**src/rtl/core/sse_pkg.sv**
```systemverilog
// Shared types, constants and helpers for the substring search engine.
`default_nettype none

package sse_pkg;

    // Character and register geometry.
    localparam int CHAR_W     = 16;
    localparam int CHAR_BITS  = 16;
    localparam int REG_CHARS  = 16;
    localparam int LEN_W      = 5;
    localparam int OFS_W      = 16;
    localparam int CFG_DATA_W = 64;
    localparam int CFG_ADDR_W = 6;
    localparam int CFG_IDX_W  = 3;
    localparam int IDX_OUT_W  = 16;
    localparam int COUNT_W    = 17;
    localparam int RES_W      = 56;

    // Only the low CHAR_BITS of a text character take part in matching.
    localparam logic [CHAR_W-1:0] CHAR_MASK =
        (CHAR_BITS >= CHAR_W) ? {CHAR_W{1'b1}} : CHAR_W'((32'd1 << CHAR_BITS) - 32'd1);

    // ASCII upper-case range and the offset to its lower-case form.
    localparam logic [CHAR_W-1:0] FOLD_LOW  = 16'h0041;
    localparam logic [CHAR_W-1:0] FOLD_HIGH = 16'h005A;
    localparam logic [CHAR_W-1:0] FOLD_ADD  = 16'd32;

    // Register indexes; byte address is 8 times the index.
    localparam logic [CFG_IDX_W-1:0] REG_PATTERN_LENGTH = 3'd0;
    localparam logic [CFG_IDX_W-1:0] REG_CASE_SENSITIVE = 3'd1;
    localparam logic [CFG_IDX_W-1:0] REG_START_OFFSET   = 3'd2;
    localparam logic [CFG_IDX_W-1:0] REG_CHARS_0_3      = 3'd3;
    localparam logic [CFG_IDX_W-1:0] REG_CHARS_4_7      = 3'd4;
    localparam logic [CFG_IDX_W-1:0] REG_CHARS_8_11     = 3'd5;
    localparam logic [CFG_IDX_W-1:0] REG_CHARS_12_15    = 3'd6;

    // Register contents as seen by the datapath.
    typedef struct packed {
        logic [LEN_W-1:0]                    pattern_length;
        logic                                case_sensitive;
        logic [OFS_W-1:0]                    start_offset;
        logic [REG_CHARS-1:0][CHAR_W-1:0]    pattern_chars;
    } cfg_t;

    // Per-beat status handed from the cell row to the tally stage.
    typedef struct packed {
        logic take;
        logic hit;
        logic last;
    } beat_t;

    // Fold ASCII upper case to lower case.
    function automatic logic [CHAR_W-1:0] fold_char(input logic [CHAR_W-1:0] c);
        logic [CHAR_W-1:0] r;
        r = c;
        if (c >= FOLD_LOW && c <= FOLD_HIGH) begin
            r = c + FOLD_ADD;
        end
        return r;
    endfunction

endpackage

`default_nettype wire

```
**src/rtl/core/sse_cfg.sv**
```systemverilog
// APB-style configuration register file for the substring search engine.
`default_nettype none

module sse_cfg (
    input  wire logic                           aclk,
    input  wire logic                           aresetn,
    input  wire logic                           psel,
    input  wire logic                           penable,
    input  wire logic                           pwrite,
    input  wire logic [sse_pkg::CFG_ADDR_W-1:0] paddr,
    input  wire logic [sse_pkg::CFG_DATA_W-1:0] pwdata,
    output logic      [sse_pkg::CFG_DATA_W-1:0] prdata,
    output logic                                pready,
    output sse_pkg::cfg_t                       cfg
);
    import sse_pkg::*;

    logic [LEN_W-1:0]                 len_reg,  len_next;
    logic                             cs_reg,   cs_next;
    logic [OFS_W-1:0]                 ofs_reg,  ofs_next;
    logic [REG_CHARS-1:0][CHAR_W-1:0] pat_reg,  pat_next;
    logic [CFG_IDX_W-1:0]             idx;
    logic                             wr_en;

    assign pready = 1'b1;
    assign idx    = paddr[CFG_ADDR_W-1:3];
    assign wr_en  = psel & penable & pwrite & pready;

    // Register write decode.
    always_comb begin
        len_next = len_reg;
        cs_next  = cs_reg;
        ofs_next = ofs_reg;
        pat_next = pat_reg;
        if (wr_en) begin
            case (idx)
                REG_PATTERN_LENGTH: len_next = pwdata[LEN_W-1:0];
                REG_CASE_SENSITIVE: cs_next  = pwdata[0];
                REG_START_OFFSET:   ofs_next = pwdata[OFS_W-1:0];
                REG_CHARS_0_3:      pat_next[0 +: 4]  = pwdata;
                REG_CHARS_4_7:      pat_next[4 +: 4]  = pwdata;
                REG_CHARS_8_11:     pat_next[8 +: 4]  = pwdata;
                REG_CHARS_12_15:    pat_next[12 +: 4] = pwdata;
                default: ;
            endcase
        end
    end

    always_ff @(posedge aclk) begin
        if (!aresetn) begin
            len_reg <= LEN_W'(1);
            cs_reg  <= 1'b1;
            ofs_reg <= '0;
            pat_reg <= '0;
        end else begin
            len_reg <= len_next;
            cs_reg  <= cs_next;
            ofs_reg <= ofs_next;
            pat_reg <= pat_next;
        end
    end

    // Read back.
    always_comb begin
        case (idx)
            REG_PATTERN_LENGTH: prdata = CFG_DATA_W'(len_reg);
            REG_CASE_SENSITIVE: prdata = CFG_DATA_W'(cs_reg);
            REG_START_OFFSET:   prdata = CFG_DATA_W'(ofs_reg);
            REG_CHARS_0_3:      prdata = pat_reg[0 +: 4];
            REG_CHARS_4_7:      prdata = pat_reg[4 +: 4];
            REG_CHARS_8_11:     prdata = pat_reg[8 +: 4];
            REG_CHARS_12_15:    prdata = pat_reg[12 +: 4];
            default:            prdata = '0;
        endcase
    end

    assign cfg.pattern_length = len_reg;
    assign cfg.case_sensitive = cs_reg;
    assign cfg.start_offset   = ofs_reg;
    assign cfg.pattern_chars  = pat_reg;

endmodule

`default_nettype wire

```
**src/rtl/core/sse_cell.sv**
```systemverilog
// One compare cell of the shift-and row: holds one prefix-progress bit.
`default_nettype none

module sse_cell (
    input  wire logic                       aclk,
    input  wire logic                       aresetn,
    input  wire logic                       adv,
    input  wire logic                       clr,
    input  wire logic                       take,
    input  wire logic                       carry_in,
    input  wire logic [sse_pkg::CHAR_W-1:0] ch,
    input  wire logic [sse_pkg::CHAR_W-1:0] ch_fold,
    input  wire logic [sse_pkg::CHAR_W-1:0] pat,
    input  wire logic                       case_sensitive,
    output logic                            hit,
    output logic                            progress
);
    import sse_pkg::*;

    logic eq;
    logic progress_reg, progress_next;

    // Character compare, exact or with ASCII case folded.
    assign eq  = case_sensitive ? (ch == pat) : (ch_fold == fold_char(pat));
    assign hit = carry_in & eq;

    // The prefix grows when the previous cell had its prefix and this char matches.
    always_comb begin
        progress_next = progress_reg;
        if (adv) begin
            if (clr) begin
                progress_next = 1'b0;
            end else if (take) begin
                progress_next = hit;
            end
        end
    end

    always_ff @(posedge aclk) begin
        if (!aresetn) begin
            progress_reg <= 1'b0;
        end else begin
            progress_reg <= progress_next;
        end
    end

    assign progress = progress_reg;

endmodule

`default_nettype wire

```
**src/rtl/core/sse_tally.sv**
```systemverilog
// Match bookkeeping and result output register of the substring search engine.
`default_nettype none

module sse_tally #(
    parameter int POS_W = 17
) (
    input  wire logic                       aclk,
    input  wire logic                       aresetn,
    input  wire logic                       fire,
    input  wire sse_pkg::beat_t             beat,
    input  wire logic [POS_W-1:0]           pos,
    input  wire logic [sse_pkg::LEN_W-1:0]  len,
    input  wire logic [sse_pkg::OFS_W-1:0]  start_offset,
    input  wire logic                       m_tready,
    output logic                            m_tvalid,
    output logic [sse_pkg::RES_W-1:0]       m_tdata
);
    import sse_pkg::*;

    localparam int WIDE_W = (POS_W > COUNT_W) ? POS_W : COUNT_W;

    logic                 first_seen_reg,  first_seen_upd,  first_seen_next;
    logic [IDX_OUT_W-1:0] first_start_reg, first_start_upd, first_start_next;
    logic                 last_seen_reg,   last_seen_upd,   last_seen_next;
    logic [IDX_OUT_W-1:0] last_start_reg,  last_start_upd,  last_start_next;
    logic [POS_W-1:0]     total_reg,       total_upd,       total_next;
    logic [POS_W-1:0]     nas_reg,         nas_upd,         nas_next;
    logic                 ovf_reg,         ovf_upd,         ovf_next;
    logic                 m_valid_reg,     m_valid_next;
    logic [RES_W-1:0]     m_data_reg;
    logic [WIDE_W-1:0]    start_w;
    logic [WIDE_W-1:0]    total_w;
    logic                 done;

    assign done    = fire & beat.last;
    assign start_w = WIDE_W'(pos) + WIDE_W'(1) - WIDE_W'(len);

    // Fold one completed match into the running results.
    always_comb begin
        first_seen_upd  = first_seen_reg;
        first_start_upd = first_start_reg;
        last_seen_upd   = last_seen_reg;
        last_start_upd  = last_start_reg;
        total_upd       = total_reg;
        nas_upd         = nas_reg;
        ovf_upd         = ovf_reg;
        if (fire) begin
            ovf_upd = ovf_reg | ~beat.take;
            if (beat.hit) begin
                if (!first_seen_reg && start_w >= WIDE_W'(start_offset)) begin
                    first_seen_upd  = 1'b1;
                    first_start_upd = start_w[IDX_OUT_W-1:0];
                end
                last_seen_upd  = 1'b1;
                last_start_upd = start_w[IDX_OUT_W-1:0];
                if (start_w >= WIDE_W'(nas_reg)) begin
                    total_upd = total_reg + POS_W'(1);
                    nas_upd   = POS_W'(start_w + WIDE_W'(len));
                end
            end
        end
    end

    // The text state clears once its last beat has been reported.
    always_comb begin
        if (done) begin
            first_seen_next  = 1'b0;
            first_start_next = '0;
            last_seen_next   = 1'b0;
            last_start_next  = '0;
            total_next       = '0;
            nas_next         = '0;
            ovf_next         = 1'b0;
        end else begin
            first_seen_next  = first_seen_upd;
            first_start_next = first_start_upd;
            last_seen_next   = last_seen_upd;
            last_start_next  = last_start_upd;
            total_next       = total_upd;
            nas_next         = nas_upd;
            ovf_next         = ovf_upd;
        end
    end

    assign total_w = WIDE_W'(total_upd);

    // Output beat handshake.
    always_comb begin
        m_valid_next = m_valid_reg;
        if (done) begin
            m_valid_next = 1'b1;
        end else if (m_tready) begin
            m_valid_next = 1'b0;
        end
    end

    always_ff @(posedge aclk) begin
        if (!aresetn) begin
            first_seen_reg  <= 1'b0;
            first_start_reg <= '0;
            last_seen_reg   <= 1'b0;
            last_start_reg  <= '0;
            total_reg       <= '0;
            nas_reg         <= '0;
            ovf_reg         <= 1'b0;
            m_valid_reg     <= 1'b0;
        end else begin
            first_seen_reg  <= first_seen_next;
            first_start_reg <= first_start_next;
            last_seen_reg   <= last_seen_next;
            last_start_reg  <= last_start_next;
            total_reg       <= total_next;
            nas_reg         <= nas_next;
            ovf_reg         <= ovf_next;
            m_valid_reg     <= m_valid_next;
        end
    end

    // Result payload, highest field first.
    always_ff @(posedge aclk) begin
        if (done) begin
            m_data_reg <= {4'b0000, ovf_upd, total_w[COUNT_W-1:0], last_start_upd,
                           last_seen_upd, first_start_upd, first_seen_upd};
        end
    end

    assign m_tvalid = m_valid_reg;
    assign m_tdata  = m_data_reg;

    // A finished text always produces a result beat.
    assert property (@(posedge aclk) disable iff (!aresetn) done |=> m_valid_reg)
        else $error("result beat missing after last text beat");

    // A nonzero match count implies that at least one match has been seen.
    assert property (@(posedge aclk) disable iff (!aresetn)
        (total_reg != '0) |-> last_seen_reg)
        else $error("match count without any match");

    // State is clear after a text completes.
    assert property (@(posedge aclk) disable iff (!aresetn)
        done |=> (total_reg == '0 && !ovf_reg && !last_seen_reg))
        else $error("text state not cleared");

endmodule

`default_nettype wire

```
**src/rtl/core/substring_search_engine.sv**
```systemverilog
// Top level of the substring search engine: row of compare cells, tally, registers.
// Throughput: one text beat per cycle; s_tready drops only while a last beat waits
//   for the result register to be taken.
// Result path: the accepting edge loads the cell row and stage one with the last beat; the
//   tally then loads the result register and raises m_tvalid once stage one is not stalled.
// Reset: synchronous, active low; clears the cell row, counters and tally, and loads
//   pattern_length 1, case_sensitive 1 and zero in the other registers.
`default_nettype none

module substring_search_engine #(
    parameter int PATTERN_MAX = 16,
    parameter int MAX_TEXT    = 65536
) (
    input  wire logic                           aclk,
    input  wire logic                           aresetn,
    // s_tdata: text_char[15:0]
    input  wire logic                           s_tvalid,
    output logic                                s_tready,
    input  wire logic [15:0]                    s_tdata,
    input  wire logic                           s_tlast,
    // m_tdata: first_found[0], first_index[16:1], last_found[17], last_index[33:18],
    //          match_count[50:34], overflow[51], zero[55:52]
    output logic                                m_tvalid,
    input  wire logic                           m_tready,
    output logic [sse_pkg::RES_W-1:0]           m_tdata,
    input  wire logic                           psel,
    input  wire logic                           penable,
    input  wire logic                           pwrite,
    input  wire logic [sse_pkg::CFG_ADDR_W-1:0] paddr,
    input  wire logic [sse_pkg::CFG_DATA_W-1:0] pwdata,
    output logic      [sse_pkg::CFG_DATA_W-1:0] prdata,
    output logic                                pready
);
    import sse_pkg::*;

    localparam int POS_W = $clog2(MAX_TEXT + 1);

    cfg_t                    cfg;
    logic                    accept;
    logic                    stall;
    logic                    take;
    logic                    hit_any;
    logic [CHAR_W-1:0]       ch;
    logic [CHAR_W-1:0]       ch_fold;
    logic [PATTERN_MAX-1:0]  hit_vec;
    logic [PATTERN_MAX-1:0]  progress_vec;
    logic [POS_W-1:0]        pos_reg, pos_next;
    logic                    s1_valid_reg, s1_valid_next;
    beat_t                   s1_reg, s1_next;
    logic [POS_W-1:0]        s1_pos_reg, s1_pos_next;

    sse_cfg u_cfg (
        .aclk    (aclk),
        .aresetn (aresetn),
        .psel    (psel),
        .penable (penable),
        .pwrite  (pwrite),
        .paddr   (paddr),
        .pwdata  (pwdata),
        .prdata  (prdata),
        .pready  (pready),
        .cfg     (cfg)
    );

    // A last beat in stage one holds while the result register is still full.
    assign stall    = s1_valid_reg & s1_reg.last & m_tvalid & ~m_tready;
    assign s_tready = ~stall;
    assign accept   = s_tvalid & s_tready;

    // Characters past the text limit are not matched.
    assign take    = (pos_reg < POS_W'(MAX_TEXT));
    assign ch      = s_tdata & CHAR_MASK;
    assign ch_fold = fold_char(ch);

    // Row of compare cells; each passes its prefix bit to the next.
    for (genvar j = 0; j < PATTERN_MAX; j++) begin : g_cell
        logic [CHAR_W-1:0] pat;
        logic              carry;
        if (j < REG_CHARS) begin : g_pat
            assign pat = cfg.pattern_chars[j];
        end else begin : g_zero
            assign pat = '0;
        end
        if (j == 0) begin : g_head
            assign carry = 1'b1;
        end else begin : g_link
            assign carry = progress_vec[j-1];
        end
        sse_cell u_cell (
            .aclk           (aclk),
            .aresetn        (aresetn),
            .adv            (accept),
            .clr            (s_tlast),
            .take           (take),
            .carry_in       (carry),
            .ch             (ch),
            .ch_fold        (ch_fold),
            .pat            (pat),
            .case_sensitive (cfg.case_sensitive),
            .hit            (hit_vec[j]),
            .progress       (progress_vec[j])
        );
    end

    // Full match when the cell at the pattern length completes its prefix.
    always_comb begin
        hit_any = 1'b0;
        for (int j = 0; j < PATTERN_MAX; j++) begin
            if (int'(cfg.pattern_length) == j + 1) begin
                hit_any = hit_any | hit_vec[j];
            end
        end
        hit_any = hit_any & take;
    end

    // Text position and stage-one register.
    always_comb begin
        pos_next      = pos_reg;
        s1_valid_next = s1_valid_reg;
        s1_next       = s1_reg;
        s1_pos_next   = s1_pos_reg;
        if (accept) begin
            if (s_tlast) begin
                pos_next = '0;
            end else if (take) begin
                pos_next = pos_reg + POS_W'(1);
            end
        end
        if (!stall) begin
            s1_valid_next = accept;
            if (accept) begin
                s1_next.take = take;
                s1_next.hit  = hit_any;
                s1_next.last = s_tlast;
                s1_pos_next  = pos_reg;
            end
        end
    end

    always_ff @(posedge aclk) begin
        if (!aresetn) begin
            pos_reg      <= '0;
            s1_valid_reg <= 1'b0;
        end else begin
            pos_reg      <= pos_next;
            s1_valid_reg <= s1_valid_next;
        end
    end

    always_ff @(posedge aclk) begin
        s1_reg     <= s1_next;
        s1_pos_reg <= s1_pos_next;
    end

    sse_tally #(
        .POS_W (POS_W)
    ) u_tally (
        .aclk         (aclk),
        .aresetn      (aresetn),
        .fire         (s1_valid_reg & ~stall),
        .beat         (s1_reg),
        .pos          (s1_pos_reg),
        .len          (cfg.pattern_length),
        .start_offset (cfg.start_offset),
        .m_tready     (m_tready),
        .m_tvalid     (m_tvalid),
        .m_tdata      (m_tdata)
    );

    // A blocked last beat stays in stage one.
    assert property (@(posedge aclk) disable iff (!aresetn) stall |=> s1_valid_reg)
        else $error("stalled last beat dropped");

    // The position counter restarts after a last beat.
    assert property (@(posedge aclk) disable iff (!aresetn)
        (accept && s_tlast) |=> (pos_reg == '0))
        else $error("text position not restarted");

    // The cell row is empty at the start of every text.
    assert property (@(posedge aclk) disable iff (!aresetn)
        (accept && s_tlast) |=> (progress_vec == '0))
        else $error("cell row not cleared");

    // Only characters inside the text limit can complete a match.
    assert property (@(posedge aclk) disable iff (!aresetn)
        (s1_valid_reg && s1_reg.hit) |-> s1_reg.take)
        else $error("match on an ignored character");

endmodule

`default_nettype wire
```
**config.mk**
```make
export PLATFORM = sky130hd
export DESIGN_NAME = substring_search_engine
export DESIGN_NICKNAME = d
export VERILOG_FILES = /design/src/rtl/core/sse_pkg.sv /design/src/rtl/core/sse_cfg.sv /design/src/rtl/core/sse_cell.sv /design/src/rtl/core/sse_tally.sv /design/src/rtl/core/substring_search_engine.sv
export SDC_FILE = /design/constraint.sdc
export NUM_CORES = 1
export LEC_CHECK = 0
export ABC_AREA = 1
export BUFFER_PORTS_ARGS = -buffer_cell sky130_fd_sc_hd__buf_4
export CORE_AREA = 8 8 239 241
export CTS_CLUSTER_SIZE = 14
export DETAILED_ROUTE_END_ITERATION = 6
export DIE_AREA = 0 0 247 249
export GPL_TIMING_DRIVEN = 0
export PLACE_DENSITY_LB_ADDON = 0.05
export SLEW_MARGIN = 20
export SYNTH_ARGS = -nofsm -noshare
export SYNTH_HDL_FRONTEND = slang
export SYNTH_SLANG_ARGS = --single-unit
```
**constraint.sdc**
```tcl
create_clock -name aclk -period 4.5 [get_ports aclk]
set_clock_uncertainty 0.05 [all_clocks]
set_input_delay 0.45 -clock aclk [delete_from_list [all_inputs] [get_ports aclk]]
set_output_delay 0.45 -clock aclk [all_outputs]
set_load 0.005 [all_outputs]
```
==> results.cfg <==
[status]
outcome = finished with violations
violations = setup timing

[floorplanning]
die_w_um = 247
die_h_um = 249
initial_core_util_pct = 50.42
core_area_um2 = 53280
ios = 217
die-area_um2 = 61500
rows = 85

[drt]
initialDrtViolationCount = 3620
ant_nets = 0
vias_per_cell = 5.968
num_vias = 28606
routedWlPerCell_um = 26.15
drc = 0
wl_mm = 125.3
drtPass1Iterations = 7

[synthesis]
syn_area_um2 = 26870
ys.flop_type = dfxtp_1
ys_seq_elements = 453
synth-seq-area-share_pct = 36.44
ys.warnings.count = 0
yosysUniqueCellTypes = 64
synth_edf_count = 72
synth-async-reset-ratio_pct = 0
postSynthCellCount = 3775
synth_area_per_cell_um2 = 7.117

[finish]
largest_reg_flops = 256
post-route-util_pct = 59.04
multi_input_area_um2 = 14930
layout.nets = 4224
regArea_um2 = 9808
stdcell_count = 4793
area_growth_pct = 17.09
layout-drive-gt1-share_pct = 12.29
fillCellCount = 5305

[grt]
grt_pass1_vias = 26515
grt_pass1_wl_mm = 177.4
grtUsageTotal_pct = 39.14
antenna_found_initial = 6
grt_max_degree = 29
grt_overflow = 0

[power_and_ir_drop]
cellPowerDensity_nw_per_um2 = 314.4
leakagePower_uw = 0.01309
total_power_uw = 9890
vdd_ir_drop_max_v = 0.0003312

[clocking]
root_buffer = clkbuf_16
numCtsBuffers = 51
postCtsHoldBufs = 0
insertion_delay_ns = 0.65
cts_tree = done
htreeDepth = 2
cts_sinks = 453
clockBufferDepth = 3
clk_pin_slew_ns = 0.06

[timing]
hold_viol = 0
min_period_ns = 4.532
setup_viol = 1
maxSlewHeadroom_pct = 13.60
rsz0062_at_grt = yes
fin_crit_sh_pct = 100.7
fin_hold_ws_ns = 0.01450
fmax_mhz = 220.6
slew_violations = 0
worst_pin_slew_ns = 1.296
fin_ws_ns = -0.03208
fin_setup_tns_ns = -0.03208

[placement]
port_buffers = 196
gp_congestion = 1.057
hpwl_mm = 91.85
dp_cells = 4672

[hold_path]
min_path_type = in -> reg

[run]
maxCapViolCount = 0

[setup_path]
end_kind = output port
path_class = in -> out
crit_arrival_ns = 4.03
path_max_fanout = 10
setup.worst_path.start_class = input port
worst_ep_required_time_ns = 4.00
## cell families after synthesis
group / after synthesis / synth area share (%)
AO/OA/AOI/OAI: 825 / 17.37
adder cells (fa/ha/maj): 79 / 3.735
flip-flops: 453 / 36.44
buffers and inverters: 639 / 9.450
XOR/XNOR: 250 / 8.318
other: 2 / 0.02795
AND/OR/NAND/NOR: 1527 / 24.66
## routing by layer
layer  track usage [%]  wire [um]  part of all wire, %  vias up
li1                  -          -                    -    13027
met5                 0         40                0.032        -
met4             30.02      11710                  9.3        6
met3             10.23      14830                   12      482
met2             58.58      53340                   43     1843
met1             47.40      45400                   36    13248
## worst max-delay path, cell delays in order
cell and delay, ns:
buf_4 0.11, nor2_1 0.06, nand2_1 0.10, clkbuf_1 0.65, clkbuf_1 1.00, clkbuf_1 0.96, o2111ai_1 0.42, buf_4 0.26
## power breakdown
part	internal (uW)	switching, uW	leakage, uW
registers	4190	56.4	0.00377
logic	480	1040	0.00855
clock network	2290	1830	0.000768
## path summary, 6_finish.rpt
| kind | start | to | slack, ns | depth (start not counted) |
|---|---|---|---|---|
| hold reg to reg | u_tally.nas_reg[2]$_SDFFE_PP0P_ | u_tally.nas_reg[2]$_SDFFE_PP0P_ | 0.41 | 2 |
| setup reg to reg | s1_pos_reg[0]$_DFFE_PP_ | u_tally.m_tdata[43]$_DFFE_PP_ | 0.14 | 18 |
| setup / recovery | paddr[3] | prdata[44] | -0.03 | 8 |
| hold / removal | pwdata[29] | u_cfg.cfg[93]$_SDFFE_PN0P_ | 0.01 | 3 |
## stage by stage
stage,instance area [um^2],worst slack [ns]
after floorplan,26880,0.3787
after global placement,29220,-1.194
after detailed placement,29280,-0.9780
after CTS,31200,0.007625
after global routing,31440,-0.08313
final,31460,-0.03208
## Yosys cell counts (5+ instances only)
cell | instances | area share, %
a211oi_1 | 7 | 0.20
a21oi_1 | 313 | 5.8
a221o_1 | 36 | 1.3
a221oi_1 | 14 | 0.46
and2_1 | 7 | 0.16
buf_1 | 7 | 0.098
buf_2 | 24 | 0.45
buf_4 | 17 | 0.48
buf_6 | 6 | 0.25
clkbuf_1 | 132 | 1.8
clkinv_1 | 6 | 0.084
dfxtp_1 | 381 | 28
edfxtp_1 | 72 | 8.0
ha_1 | 77 | 3.6
inv_1 | 436 | 6.1
inv_2 | 10 | 0.14
nand2_1 | 566 | 7.9
nand2_2 | 17 | 0.40
nand3_1 | 156 | 2.9
nand3b_1 | 10 | 0.28
nand4_1 | 95 | 2.2
nor2_1 | 550 | 7.7
nor2_2 | 20 | 0.47
nor3_1 | 45 | 0.84
nor3_2 | 6 | 0.22
nor4_1 | 21 | 0.49
o2111ai_1 | 12 | 0.39
o21ai_0 | 341 | 6.4
o21ai_1 | 7 | 0.13
o21ai_2 | 17 | 0.55
o221ai_1 | 7 | 0.23
o22ai_1 | 46 | 1.1
or2_2 | 15 | 0.35
xnor2_1 | 150 | 4.9
xor2_1 | 94 | 3.1
xor2_2 | 5 | 0.30
## cells in the final DEF, fill, tap and decap left out, types with 15 or more instances in the layout
cell type	instances
o22ai_1	46
nor3_1	44
buf_4	234
nand2_2	18
o21ai_2	17
nor2_2	22
xor2_1	90
inv_2	15
edfxtp_1	72
ha_1	67
nand4_1	95
clkbuf_1	147
xnor2_1	148
nand2_1	562
dfxtp_1	376
a221o_1	36
nor4_1	21
nor2_1	546
buf_2	22
a21oi_1	310
nand3_1	151
or2_2	15
clkbuf_16	51
inv_1	426
o21ai_0	338
## layout make-up
cell class | instances | area share [%]
clock buffer | 78 | 4.507
sequential | 453 | 31.18
buffer | 187 | 2.748
tap | 696 | 2.768
clock inverter | 16 | 0.5250
antenna | 5 | 0.03978
inverter | 452 | 5.441
timing repair buffer | 220 | 5.326
multi-input combinational | 2686 | 47.46
## timing repair
action	4_1_cts	5_1_grt
setup buffers	13	9
gates resized for setup	46	39
pin swaps	10	17
endpoints found under the setup margin	84	65
Power figures use the tool's default switching activity.
